## src/rtl/core/u8u16_pkg.sv

```systemverilog
// ----------------------------------------------------------------------------
// u8u16_pkg
// Shared types and constants for the UTF-8 to UTF-16 decoder core.
// ----------------------------------------------------------------------------
package u8u16_pkg;

    localparam int BYTE_W  = 8;
    localparam int UNIT_W  = 16;
    localparam int MAXCP_W = 21;
    localparam int ACC_W   = 26;
    localparam int LEFT_W  = 3;
    localparam int LOW_W   = 10;
    localparam int HI_W    = 11;
    localparam int WIDE_W  = ACC_W + 6;

    localparam logic [MAXCP_W-1:0] C_MAXCP_RESET = 21'h10FFFF;

    // Lead byte boundaries
    localparam logic [BYTE_W-1:0] C_ASCII_END = 8'h80;
    localparam logic [BYTE_W-1:0] C_LEAD3     = 8'hE0;
    localparam logic [BYTE_W-1:0] C_LEAD4     = 8'hF0;
    localparam logic [BYTE_W-1:0] C_LEAD5     = 8'hF8;
    localparam logic [BYTE_W-1:0] C_LEAD6     = 8'hFC;

    // Surrogate construction
    localparam logic [UNIT_W-1:0] C_HI_SURR    = 16'hD800;
    localparam logic [UNIT_W-1:0] C_LO_SURR    = 16'hDC00;
    localparam logic [HI_W-1:0]   C_SURR_OFS   = 11'h040;
    localparam logic [WIDE_W-1:0] C_BMP_MAX    = 32'h0000FFFF;

    // One decoded result beat
    typedef struct packed {
        logic              valid;
        logic [UNIT_W-1:0] code_unit;
        logic              is_error;
    } t_result;

endpackage

```

## src/rtl/core/u8u16_in_reg.sv

```systemverilog
// ----------------------------------------------------------------------------
// u8u16_in_reg
// Input register: captures one byte beat and holds it until the decoder
// takes it.
// ----------------------------------------------------------------------------
module u8u16_in_reg (
    input  logic                          i_clk,
    input  logic                          i_rst_n,
    input  logic                          i_valid,
    output logic                          o_ready,
    input  logic [u8u16_pkg::BYTE_W-1:0]  i_in_byte,
    input  logic                          i_take,
    output logic                          o_full,
    output logic [u8u16_pkg::BYTE_W-1:0]  o_byte
);
    import u8u16_pkg::*;

    logic              r_full;
    logic              n_full;
    logic [BYTE_W-1:0] r_byte;

    // Accept whenever the slot is empty or drains this cycle
    assign o_ready = !r_full || i_take;
    assign n_full  = (i_valid && o_ready) || (r_full && !i_take);

    always_ff @(posedge i_clk) begin
        if (!i_rst_n) begin
            r_full <= 1'b0;
        end else begin
            r_full <= n_full;
        end
    end

    // Load payload on an accepted beat
    always_ff @(posedge i_clk) begin
        if (i_valid && o_ready) begin
            r_byte <= i_in_byte;
        end
    end

    assign o_full = r_full;
    assign o_byte = r_byte;

endmodule

```

## src/rtl/core/u8u16_decode.sv

```systemverilog
// ----------------------------------------------------------------------------
// u8u16_decode
// Decoder state and combinational next-state logic: one byte per advance,
// at most one UTF-16 unit or error result.
// ----------------------------------------------------------------------------
module u8u16_decode (
    input  logic                          i_clk,
    input  logic                          i_rst_n,
    input  logic                          i_adv,
    input  logic [u8u16_pkg::BYTE_W-1:0]  i_byte,
    input  logic                          i_cfg_we,
    input  logic [u8u16_pkg::MAXCP_W-1:0] i_cfg_data,
    output u8u16_pkg::t_result            o_result
);
    import u8u16_pkg::*;

    logic [MAXCP_W-1:0] r_max_cp;
    logic [ACC_W-1:0]   r_acc,  n_acc;
    logic [LEFT_W-1:0]  r_left, n_left;
    logic               r_long, n_long;
    logic               r_lowp, n_lowp;
    logic [LOW_W-1:0]   r_low,  n_low;

    logic               cont;
    logic [5:0]         six;
    logic [ACC_W-1:0]   acc_sh;
    logic [LEFT_W-1:0]  left_dec;
    logic [WIDE_W-1:0]  wide;
    logic [HI_W-1:0]    hi;
    t_result            res;

    // Configuration register
    always_ff @(posedge i_clk) begin
        if (!i_rst_n) begin
            r_max_cp <= C_MAXCP_RESET;
        end else if (i_cfg_we) begin
            r_max_cp <= i_cfg_data;
        end
    end

    assign cont     = (i_byte[7:6] == 2'b10);
    assign six      = i_byte[5:0];
    assign acc_sh   = {r_acc[ACC_W-7:0], six};
    assign left_dec = r_left - LEFT_W'(1);
    assign wide     = {acc_sh, 6'b0};
    assign hi       = wide[20:10] - C_SURR_OFS;

    // Next state and result for the byte in the input register
    always_comb begin
        n_acc  = r_acc;
        n_left = r_left;
        n_long = r_long;
        n_lowp = r_lowp;
        n_low  = r_low;
        res    = '0;
        if (r_left == '0) begin
            if (cont) begin
                res.valid    = 1'b1;
                res.is_error = 1'b1;
            end else if (i_byte < C_ASCII_END) begin
                res.valid = 1'b1;
                if (MAXCP_W'(i_byte) > r_max_cp) begin
                    res.is_error = 1'b1;
                end else begin
                    res.code_unit = UNIT_W'(i_byte);
                end
            end else begin
                // Open a sequence from the lead byte
                n_lowp = 1'b0;
                if (i_byte < C_LEAD3) begin
                    n_acc  = ACC_W'(i_byte[4:0]);
                    n_left = LEFT_W'(1);
                end else if (i_byte < C_LEAD4) begin
                    n_acc  = ACC_W'(i_byte[3:0]);
                    n_left = LEFT_W'(2);
                end else if (i_byte < C_LEAD5) begin
                    n_acc  = ACC_W'(i_byte[2:0]);
                    n_left = LEFT_W'(3);
                end else if (i_byte < C_LEAD6) begin
                    n_acc  = ACC_W'(i_byte[1:0]);
                    n_left = LEFT_W'(4);
                end else begin
                    n_acc  = ACC_W'(i_byte[1:0]);
                    n_left = LEFT_W'(5);
                end
                n_long = (i_byte >= C_LEAD4);
            end
        end else if (!cont) begin
            res.valid    = 1'b1;
            res.is_error = 1'b1;
        end else if (r_long && (r_left == LEFT_W'(1))) begin
            // Last byte of a long form
            res.valid = 1'b1;
            if (r_lowp) begin
                res.code_unit = C_LO_SURR | UNIT_W'(r_low) | UNIT_W'(six);
            end else begin
                res.code_unit = r_acc[UNIT_W-1:0] | UNIT_W'(six);
            end
            n_acc  = '0;
            n_left = '0;
            n_long = 1'b0;
            n_lowp = 1'b0;
            n_low  = '0;
        end else begin
            n_acc  = acc_sh;
            n_left = left_dec;
            if (!r_long) begin
                if (left_dec == '0) begin
                    res.valid = 1'b1;
                    if (acc_sh > ACC_W'(r_max_cp)) begin
                        res.is_error = 1'b1;
                    end else begin
                        res.code_unit = acc_sh[UNIT_W-1:0];
                    end
                    n_acc = '0;
                end
            end else if (left_dec == LEFT_W'(1)) begin
                // Test the long form one byte early
                if (wide > WIDE_W'(r_max_cp)) begin
                    res.valid    = 1'b1;
                    res.is_error = 1'b1;
                end else if (wide > C_BMP_MAX) begin
                    res.valid     = 1'b1;
                    res.code_unit = C_HI_SURR | UNIT_W'(hi);
                    n_low         = wide[LOW_W-1:0];
                    n_lowp        = 1'b1;
                    n_acc         = '0;
                end else begin
                    n_acc = wide[ACC_W-1:0];
                end
            end
        end
        // Any error drops the open sequence
        if (res.is_error) begin
            n_acc  = '0;
            n_left = '0;
            n_long = 1'b0;
            n_lowp = 1'b0;
            n_low  = '0;
        end
    end

    // Decoder state, updated on each advance
    always_ff @(posedge i_clk) begin
        if (!i_rst_n) begin
            r_acc  <= '0;
            r_left <= '0;
            r_long <= 1'b0;
            r_lowp <= 1'b0;
            r_low  <= '0;
        end else if (i_adv) begin
            r_acc  <= n_acc;
            r_left <= n_left;
            r_long <= n_long;
            r_lowp <= n_lowp;
            r_low  <= n_low;
        end
    end

    assign o_result = res;

endmodule

```

## src/rtl/core/u8u16_out_reg.sv

```systemverilog
// ----------------------------------------------------------------------------
// u8u16_out_reg
// Result register: holds one result beat until the consumer takes it.
// ----------------------------------------------------------------------------
module u8u16_out_reg (
    input  logic                          i_clk,
    input  logic                          i_rst_n,
    input  logic                          i_load,
    input  u8u16_pkg::t_result            i_result,
    output logic                          o_free,
    output logic                          o_valid,
    input  logic                          i_ready,
    output logic [u8u16_pkg::UNIT_W-1:0]  o_code_unit,
    output logic                          o_is_error
);
    import u8u16_pkg::*;

    logic              r_valid;
    logic [UNIT_W-1:0] r_unit;
    logic              r_err;

    // Slot can take a new beat when empty or draining
    assign o_free = !r_valid || i_ready;

    always_ff @(posedge i_clk) begin
        if (!i_rst_n) begin
            r_valid <= 1'b0;
        end else if (o_free) begin
            r_valid <= i_load && i_result.valid;
        end
    end

    // Hold payload while stalled
    always_ff @(posedge i_clk) begin
        if (o_free && i_load && i_result.valid) begin
            r_unit <= i_result.code_unit;
            r_err  <= i_result.is_error;
        end
    end

    assign o_valid     = r_valid;
    assign o_code_unit = r_unit;
    assign o_is_error  = r_err;

endmodule

```

## src/rtl/core/utf8_to_utf16_decoder_core.sv

```systemverilog
// Path: an accepted byte beat is held in the input register, decoded, then its result beat is registered.
// Throughput: one byte per cycle while the result slot is free; the decoder state loop updates once per advance.
// A byte that completes nothing still occupies the advance but emits no beat.
// Reset (i_rst_n low, synchronous): decoder idle, max code point 0x10FFFF.
// ----------------------------------------------------------------------------
// utf8_to_utf16_decoder_core
// Top level: input register, decoder, and result register in one pass.
// ----------------------------------------------------------------------------
module utf8_to_utf16_decoder_core (
    input  logic                          i_clk,
    input  logic                          i_rst_n,
    input  logic                          i_valid,
    output logic                          o_ready,
    input  logic [u8u16_pkg::BYTE_W-1:0]  i_in_byte,
    output logic                          o_valid,
    input  logic                          i_ready,
    output logic [u8u16_pkg::UNIT_W-1:0]  o_code_unit,
    output logic                          o_is_error,
    input  logic                          i_cfg_we,
    input  logic [u8u16_pkg::MAXCP_W-1:0] i_cfg_data
);
    import u8u16_pkg::*;

    logic              in_full;
    logic [BYTE_W-1:0] in_byte;
    logic              out_free;
    logic              adv;
    t_result           result;

    // Advance when a byte waits and the result slot is free
    assign adv = in_full && out_free;

    u8u16_in_reg u_in (
        .i_clk     (i_clk),
        .i_rst_n   (i_rst_n),
        .i_valid   (i_valid),
        .o_ready   (o_ready),
        .i_in_byte (i_in_byte),
        .i_take    (adv),
        .o_full    (in_full),
        .o_byte    (in_byte)
    );

    u8u16_decode u_dec (
        .i_clk      (i_clk),
        .i_rst_n    (i_rst_n),
        .i_adv      (adv),
        .i_byte     (in_byte),
        .i_cfg_we   (i_cfg_we),
        .i_cfg_data (i_cfg_data),
        .o_result   (result)
    );

    u8u16_out_reg u_out (
        .i_clk       (i_clk),
        .i_rst_n     (i_rst_n),
        .i_load      (adv),
        .i_result    (result),
        .o_free      (out_free),
        .o_valid     (o_valid),
        .i_ready     (i_ready),
        .o_code_unit (o_code_unit),
        .o_is_error  (o_is_error)
    );

endmodule
```

## config.mk

```make
export PLATFORM = sky130hd
export DESIGN_NAME = utf8_to_utf16_decoder_core
export DESIGN_NICKNAME = d
export VERILOG_FILES = /design/src/rtl/core/u8u16_pkg.sv /design/src/rtl/core/u8u16_in_reg.sv /design/src/rtl/core/u8u16_decode.sv /design/src/rtl/core/u8u16_out_reg.sv /design/src/rtl/core/utf8_to_utf16_decoder_core.sv
export SDC_FILE = /design/constraint.sdc
export NUM_CORES = 1
export LEC_CHECK = 0
export BUFFER_PORTS_ARGS = -buffer_cell sky130_fd_sc_hd__buf_2
export CORE_ASPECT_RATIO = 1.1
export CORE_MARGIN = 8
export CORE_UTILIZATION = 55
export DETAILED_ROUTE_END_ITERATION = 10
export HOLD_SLACK_MARGIN = 0.05
export PLACE_DENSITY = 0.83
export RECOVER_POWER = 25
export SLEW_MARGIN = 20
export SYNTH_ARGS = -nofsm -noshare
export SYNTH_HDL_FRONTEND = slang
export SYNTH_SLANG_ARGS = --single-unit
```

## constraint.sdc

```tcl
create_clock -name i_clk -period 8.46 [get_ports i_clk]
set_input_delay 1.269 -clock i_clk [delete_from_list [all_inputs] [get_ports i_clk]]
set_output_delay 1.269 -clock i_clk [all_outputs]
set_load 0.005 [all_outputs]
```

## Word-level counts from Yosys, hierarchy flattened

Index checks and enable logic that the tools add are counted.
W data, S select, Z words.

| operators by class | value |
|---|---|
| add/sub/neg operators | 2 |
| $lt $le $gt $ge | 10 |
| equality and inequality tests | 8 |
| muxes and demuxes | 70 |
| bitwise operators | 2 |
| reductions and logical operators | 28 |

Operators with widths:

| operator | number |
|---|---|
| $mux W20 | 12 |
| $mux W18 | 5 |
| $mux W10 | 8 |
| $mux W16 | 5 |
| $lt A8 B8 Y1 const B | 5 |
| $mux W17 | 2 |
| $gt A32 B16 Y1 const B | 1 |
| $gt A32 B21 Y1 | 1 |
| $or A16 B6 Y16 | 2 |
| $mux W3 | 10 |
| $gt A26 B21 Y1 | 1 |
| $mux W1 | 26 |
| $gt A8 B21 Y1 | 1 |
| $reduce_bool A3 Y1 | 5 |
| $reduce_bool A4 Y1 | 3 |
| $sub A11 B7 Y11 const B | 1 |
| $ge A8 B8 Y1 const B | 1 |
| $mux W8 | 1 |
| $reduce_and A8 Y1 | 1 |
| $logic_and A1 B1 Y1 | 7 |
| $reduce_and A7 Y1 | 1 |
| $eq A3 B1 Y1 const B | 2 |
| $logic_not A3 Y1 | 2 |
| $ne A3 B1 Y1 const B | 2 |
| other kinds (11) | 15 |

| storage, ports and cells | value |
|---|---|
| flip-flop bits (word level) | 83 |
| output and inout bits | 19 |
| logic and storage cells | 131 |

## Longest topological paths before layout

| depth | value |
|---|---|
| word-level depth | 10 |
| gate-level depth with buffers | 10 |
| gate-level depth less buffers | 9 |

## Cells and area by module

Synthesis repeated with hierarchy kept, for this count alone.

| unflattened totals | value |
|---|---|
| cells, all modules | 502 |
| area, all modules | 4613.2 µm² |

By module, submodules not included:

| module | times used | cells an instance | area an instance (µm²) |
|---|---|---|---|
| u8u16_decode | 1 | 466 | 3733.6 |
| u8u16_out_reg | 1 | 22 | 575.6 |
| u8u16_in_reg | 1 | 13 | 297.8 |
| utf8_to_utf16_decoder_core | 1 | 1 | 6.3 |

## Worst setup path before layout

No wires, ideal clock.

| timing path | value |
|---|---|
| path kind | register to register |
| from | reg u_in.r_byte[5], in the netlist u_in.o_byte[5] |
| to | reg u_out.r_unit[0], in the netlist u_out.o_code_unit[0] (enable) |
| arrival time | 2.583 ns |
| data required time | 8.063 ns |
| slack | 5.481 ns |
| cell stages (with the launch flop) | 9 |
| buffers on the path | 0 |
| period minus slack after synthesis | 2.979 ns |
| cells stage by stage | edfxtp_1 -> ha_1 -> nand4_1 -> nor3_1 -> a2111oi_2 -> o211a_1 -> o21ai_0 -> o21ai_0 -> a21oi_1 |

| between the ends | value |
|---|---|
| word-level cells in the longest chain between the ends | 9 |

RTL lines:

| item | line | RTL |
|---|---|---|
| from (decl) | u8u16_in_reg.sv:20 | `logic [BYTE_W-1:0] r_byte;` |
| from (signal assigned) | u8u16_in_reg.sv:37 | `r_byte <= i_in_byte;` |
| $gt A32 B16 Y1 | u8u16_decode.sv:122 | `end else if (wide > C_BMP_MAX) begin` |
| $mux W17 | u8u16_decode.sv:122 |  |
| $mux W1 | u8u16_decode.sv:119 | `if (wide > WIDE_W'(r_max_cp)) begin` |
| $mux W18 | u8u16_decode.sv:117 | `end else if (left_dec == LEFT_W'(1)) begin` |
| $mux W18 | u8u16_decode.sv:107 | `if (!r_long) begin` |
| $mux W17 | u8u16_decode.sv:91 | `end else if (r_long && (r_left == LEFT_W'(1))) begin` |
| $mux W1 | u8u16_decode.sv:88 | `end else if (!cont) begin` |
| $mux W18 (*) | u8u16_decode.sv:56 | `if (r_left == '0) begin` |
| $logic_and A1 B1 Y1 (*) | u8u16_out_reg.sv:35 | `if (o_free && i_load && i_result.valid) begin` |
| to (signal assigned) | u8u16_out_reg.sv:36 | `r_unit <= i_result.code_unit;` |
| to (decl) | u8u16_out_reg.sv:19 | `logic [UNIT_W-1:0] r_unit;` |

Mark *: on every way between the ends. The rest lies on a longest branch, timed or not.
A chain may end at the register's enable or synchronous reset.

## Worst setup path in the final report

| timing path | value |
|---|---|
| from | reg u_in.r_byte[5], in the netlist u_in.o_byte[5] |
| to | reg u_dec.r_acc[6] |

| between the ends | value |
|---|---|
| word-level cells in the longest chain between the ends | 9 |

RTL lines:

| item | line | RTL |
|---|---|---|
| $gt A32 B21 Y1, or another cell as far along | u8u16_decode.sv:119 |  |
| $mux W1, or another cell as far along | u8u16_decode.sv:119 |  |
| $mux W18, or another cell as far along | u8u16_decode.sv:117 |  |
| $mux W18 / $mux W20 (equally long branches) | u8u16_decode.sv:107, u8u16_decode.sv:117 |  |
| $mux W1 / $mux W20 (equally long branches) | u8u16_decode.sv:91, u8u16_decode.sv:107 |  |
| $mux W1 / $mux W20 (equally long branches) | u8u16_decode.sv:88, u8u16_decode.sv:91 |  |
| $mux W18 / $mux W20 (equally long branches) | u8u16_decode.sv:56, u8u16_decode.sv:88 |  |
| $ne A3 B2 Y1 (no line), or another cell as far along | - |  |
| $reduce_and A4 Y1 (no line) / $mux W20 (equally long branches) | - |  |
| to (signal assigned) | u8u16_decode.sv:152 | `r_acc <= n_acc;` |
| to (decl) | u8u16_decode.sv:18 | `logic [ACC_W-1:0] r_acc, n_acc;` |

Several ways; a longest one is shown, not always the timed one. The select of a mux whose other input is x is not followed.

==> results_dict.tcl <==
set metrics [dict create \
    initial_core_utilization_pct 55.81 \
    worstSkewPairLatency_ps 360 \
    timing.hold.worst.class "reg2reg" \
    gr-total-overflow 0 \
    cp.arrival_ps 3550 \
    hold-path-cell-count 2 \
    setup_violations 0 \
    cts_resized 0 \
    run_status "completed" \
    global_routing_met3_resource_utilization_pct 4.709 \
    post_route_cells_drive_above_1_share_pct 17.00 \
    total_leakage_power_nw 2.175 \
    wl_um 13250 \
    path_max_fanout 12 \
    layout_worst_path_cycle_share_pct 38.77 \
    area_growth_from_synthesis_to_layout_pct 10.01 \
    design.final.nets 672 \
    worst_setup_path_start_kind "flop" \
    cts_hold_buffers 0 \
    crit_path_end_kind "flop" \
    regToRegStartpoint "u_in.o_byte[5]$_DFFE_PP_" \
    netlist_instances 554 \
    globalRoute.busiestLayer "met2" \
    fill_cells 752 \
    detailroute.via_count 4535 \
    routed_wire_length_per_instance_um 18.55 \
    yosysSeqAreaShare_pct 36.74 \
    final_critical_path_setup_slack_ps 5180 \
    final-max-slew-violation-count 0 \
    floorplan.die_area_mm2 0.01214 \
    ys.warnings.count 0 \
    final.min_clock_period_ps 3280 \
    report.final.hold_viol_count 0 \
    worst_hold_path_startpoint "u_dec.r_acc[17]$_SDFFE_PN0P_" \
    clock_transition_time_at_the_flip_flop_clock_pins_of_the_worst_setup_and_hold_paths_ps 80 \
    place_hpwl_um 10010 \
    area_occupied_by_registers_mm2 0.001792 \
    async_reset_ff_share_pct 0 \
    wire_length_of_the_first_global_routing_pass_um 21290 \
    number_of_register_bits_inferred_by_synthesis 77 \
    row_count 36 \
    gp_congestion 0.9444 \
    postSynth.topFlopCell "sky130_fd_sc_hd__dfxtp_1" \
    number_of_placed_i_o_pins 53 \
    initial_antenna_violation_count 0 \
    initialDrtViolationCount 434 \
    unrepaired_setup_endpoints_after_global_routing "false" \
    max-slew-margin-rel_pct 1.316 \
    fmaxAchievable_mhz 304.9 \
    worst_ir_drop_vdd_mv 0.09416 \
    depth_of_the_worst_register_to_register_path 8 \
    grt_max_degree 38 \
    cts-buffers-inserted 9 \
    first_global_vias 4425 \
    netlist_area_mm2 0.004877 \
    pre_cts_slack_ps 5216 \
    place.port_buffers 52 \
    worst_clock_skew_on_the_final_layout_ps 15.95 \
    tritoncts "done" \
    drt_drc_violations_left 0 \
    cts.path.max_buffers 2 \
    ant_nets 0 \
    cellPowerDensity_mw_per_mm2 149.5 \
    setup_tns_ps 0 \
    cts.htree.levels 3 \
    core_region_area_mm2 0.008738 \
    max-cap-violations 0 \
    antennaDiodeCount 0 \
    grt.met2_usage_pct 36.39 \
    grtUsageTotal_pct 21.74 \
    multi_input_gate_area_in_the_final_layout_mm2 0.002838 \
    die_height_um 114.8 \
    crit-reg2reg-capture "u_dec.r_acc[6]$_SDFFE_PN0P_" \
    syn-num-nets 631 \
    hold_path_end "u_dec.r_acc[17]$_SDFFE_PN0P_" \
    syn-mean-instance-area_um2 8.804 \
    routed_via_density 6.352 \
    die_w_um 105.8 \
    drt_pass1_iterations 5 \
    utilization_pct 61.40 \
    synth-edff-count 25 \
    numClockSinks 77 \
    yosysUniqueCellTypes 71 \
    worstMarginPinSlew_ps 1480 \
    postCtsSetupRepairBufs 0 \
    critical_path_class "reg2reg" \
    met1_track_usage_gr_pct 24.54 \
    worst-endpoint-required_ps 8730 \
    clock-root-buffer "sky130_fd_sc_hd__clkbuf_8" \
    reg2reg_setup_slack_ps 5180 \
]
==> cell type report <==
cell class                 instances  share of cell area, %
multi-input combinational        418                  52.89
inverter                          34                  2.379
tap                              114                  2.659
clock buffer                      11                  2.449
timing repair buffer              55                  5.247
clock inverter                     5                 0.9795
sequential                        77                  33.40
==> worst max-delay path by stage <==
stage / startpoint / endpoint / cells after the start
2_1_floorplan: u_in.o_byte[5]$_DFFE_PP_ / u_out.o_code_unit[0]$_DFFE_PP_ / 8
3_3_place_gp: i_rst_n / u_dec.r_acc[2]$_SDFFE_PN0P_ / 5
3_5_place_dp: u_in.o_byte[5]$_DFFE_PP_ / u_dec.r_acc[11]$_SDFFE_PN0P_ / 8
4_1_cts: u_in.o_byte[5]$_DFFE_PP_ / u_dec.r_acc[11]$_SDFFE_PN0P_ / 8
5_1_grt: u_in.o_byte[3]$_DFFE_PP_ / u_dec.r_acc[7]$_SDFFE_PN0P_ / 8
6_report: u_in.o_byte[5]$_DFFE_PP_ / u_dec.r_acc[6]$_SDFFE_PN0P_ / 8
==> cells in the mapped netlist (all sizes together) (2+ instances only) <==
cell type | n | area share [%]
a2111oi | 6 | 1.9
a211oi | 6 | 1.1
a21oi | 40 | 4.2
a221oi | 3 | 0.67
a31oi | 11 | 2.0
and2 | 5 | 0.64
and3 | 7 | 0.90
and4 | 2 | 0.36
and4b | 2 | 0.41
buf | 8 | 1.2
clkbuf | 17 | 1.3
dfxtp | 52 | 21
edfxtp | 25 | 15
ha | 43 | 11
inv | 34 | 2.6
mux2 | 2 | 0.46
mux2i | 16 | 3.3
nand2 | 73 | 5.8
nand2b | 4 | 0.51
nand3 | 9 | 0.92
nand3b | 2 | 0.31
nand4 | 14 | 2.1
nor2 | 42 | 3.3
nor2b | 6 | 0.77
nor3 | 18 | 2.2
nor4 | 5 | 0.77
o211ai | 19 | 3.1
o21a | 2 | 0.31
o21ai | 41 | 4.3
o2bb2ai | 8 | 1.4
o31ai | 6 | 1.0
or2 | 9 | 1.2
xor2 | 2 | 0.36
==> placed cells by master, fill, tap and decap left out, drive strengths merged, types with 2 or more instances in the layout <==
master	count
nor3	18
nand3b	2
o21ai	41
nand3	9
o2bb2ai	8
dfxtp	52
xor2	2
nor4	5
and3	7
a221oi	3
and4	2
inv	34
and4b	2
clkbuf	12
o21a	2
nand4	14
edfxtp	25
o31ai	6
or2	9
buf	54
nand2b	4
o211ai	19
a31oi	11
a211oi	6
mux2i	16
a2111oi	6
mux2	2
clkinv	3
ha	43
and2	5
nor2	42
nand2	73
nor2b	6
a21oi	40
==> metal layers <==
metal,vias to the layer above,part of all wire [%]
met4,0,5.5
met5,-,0
met1,2097,39
met3,73,8.8
li1,2119,-
met2,246,46
==> per-stage QoR <==
stage                     total power [mW]  std cells  hold WS (ps)  area, um^2
after global routing                0.8321        714         483.4        5365
after detailed placement            0.5352        698         455.9        5182
after floorplan                     0.4963        554         426.1        4877
final                               0.8022        714         467.2        5365
after CTS                           0.8016        714         466.9        5366
after global placement              0.5294        698         441.8        5182
==> power breakdown <==
part           leakage [nW]  switching (mW)  internal, mW  total, mW
Combinational          1.41          0.0730        0.0434      0.116
Sequential            0.668          0.0151         0.398      0.413
Clock                0.0931           0.138         0.135      0.273
Total                  2.17           0.226         0.577      0.802
==> critical path, stage by stage (launching register included) <==
cell	delay, ps
sky130_fd_sc_hd__edfxtp_1	550
sky130_fd_sc_hd__ha_1	390
sky130_fd_sc_hd__a21oi_1	140
sky130_fd_sc_hd__o21ai_0	120
sky130_fd_sc_hd__a2111oi_2	640
sky130_fd_sc_hd__o21ai_2	160
sky130_fd_sc_hd__a31oi_4	420
sky130_fd_sc_hd__nand4_1	470
sky130_fd_sc_hd__o21ai_0	320
==> kinds of logic after synthesis <==
logic type               count (synthesis)  synth area share [%]
multiplexers                            18                 3.745
adder cells (fa/ha/maj)                 43                 11.03
buffers and inverters                   59                 5.079
AO/OA/AOI/OAI                          152                 22.01
flip-flops                              77                 36.74
AND/OR/NAND/NOR                        202                 20.86
XOR/XNOR                                 3                0.5388
==> flip-flops by register name, summed over array words and instances, names as in the netlist <==
| signal | count |
|---|---|
| u_dec.r_acc | 20 |
| u_dec.r_left | 3 |
| u_in.o_byte | 8 |
| u_out.o_is_error | 1 |
| u_dec.r_lowp | 1 |
| u_out.o_valid | 1 |
| u_dec.r_low | 4 |
| u_dec.r_max_cp | 21 |
| u_in.o_full | 1 |
| u_out.o_code_unit | 16 |
| u_dec.r_long | 1 |
Power figures use the tool's default switching activity.
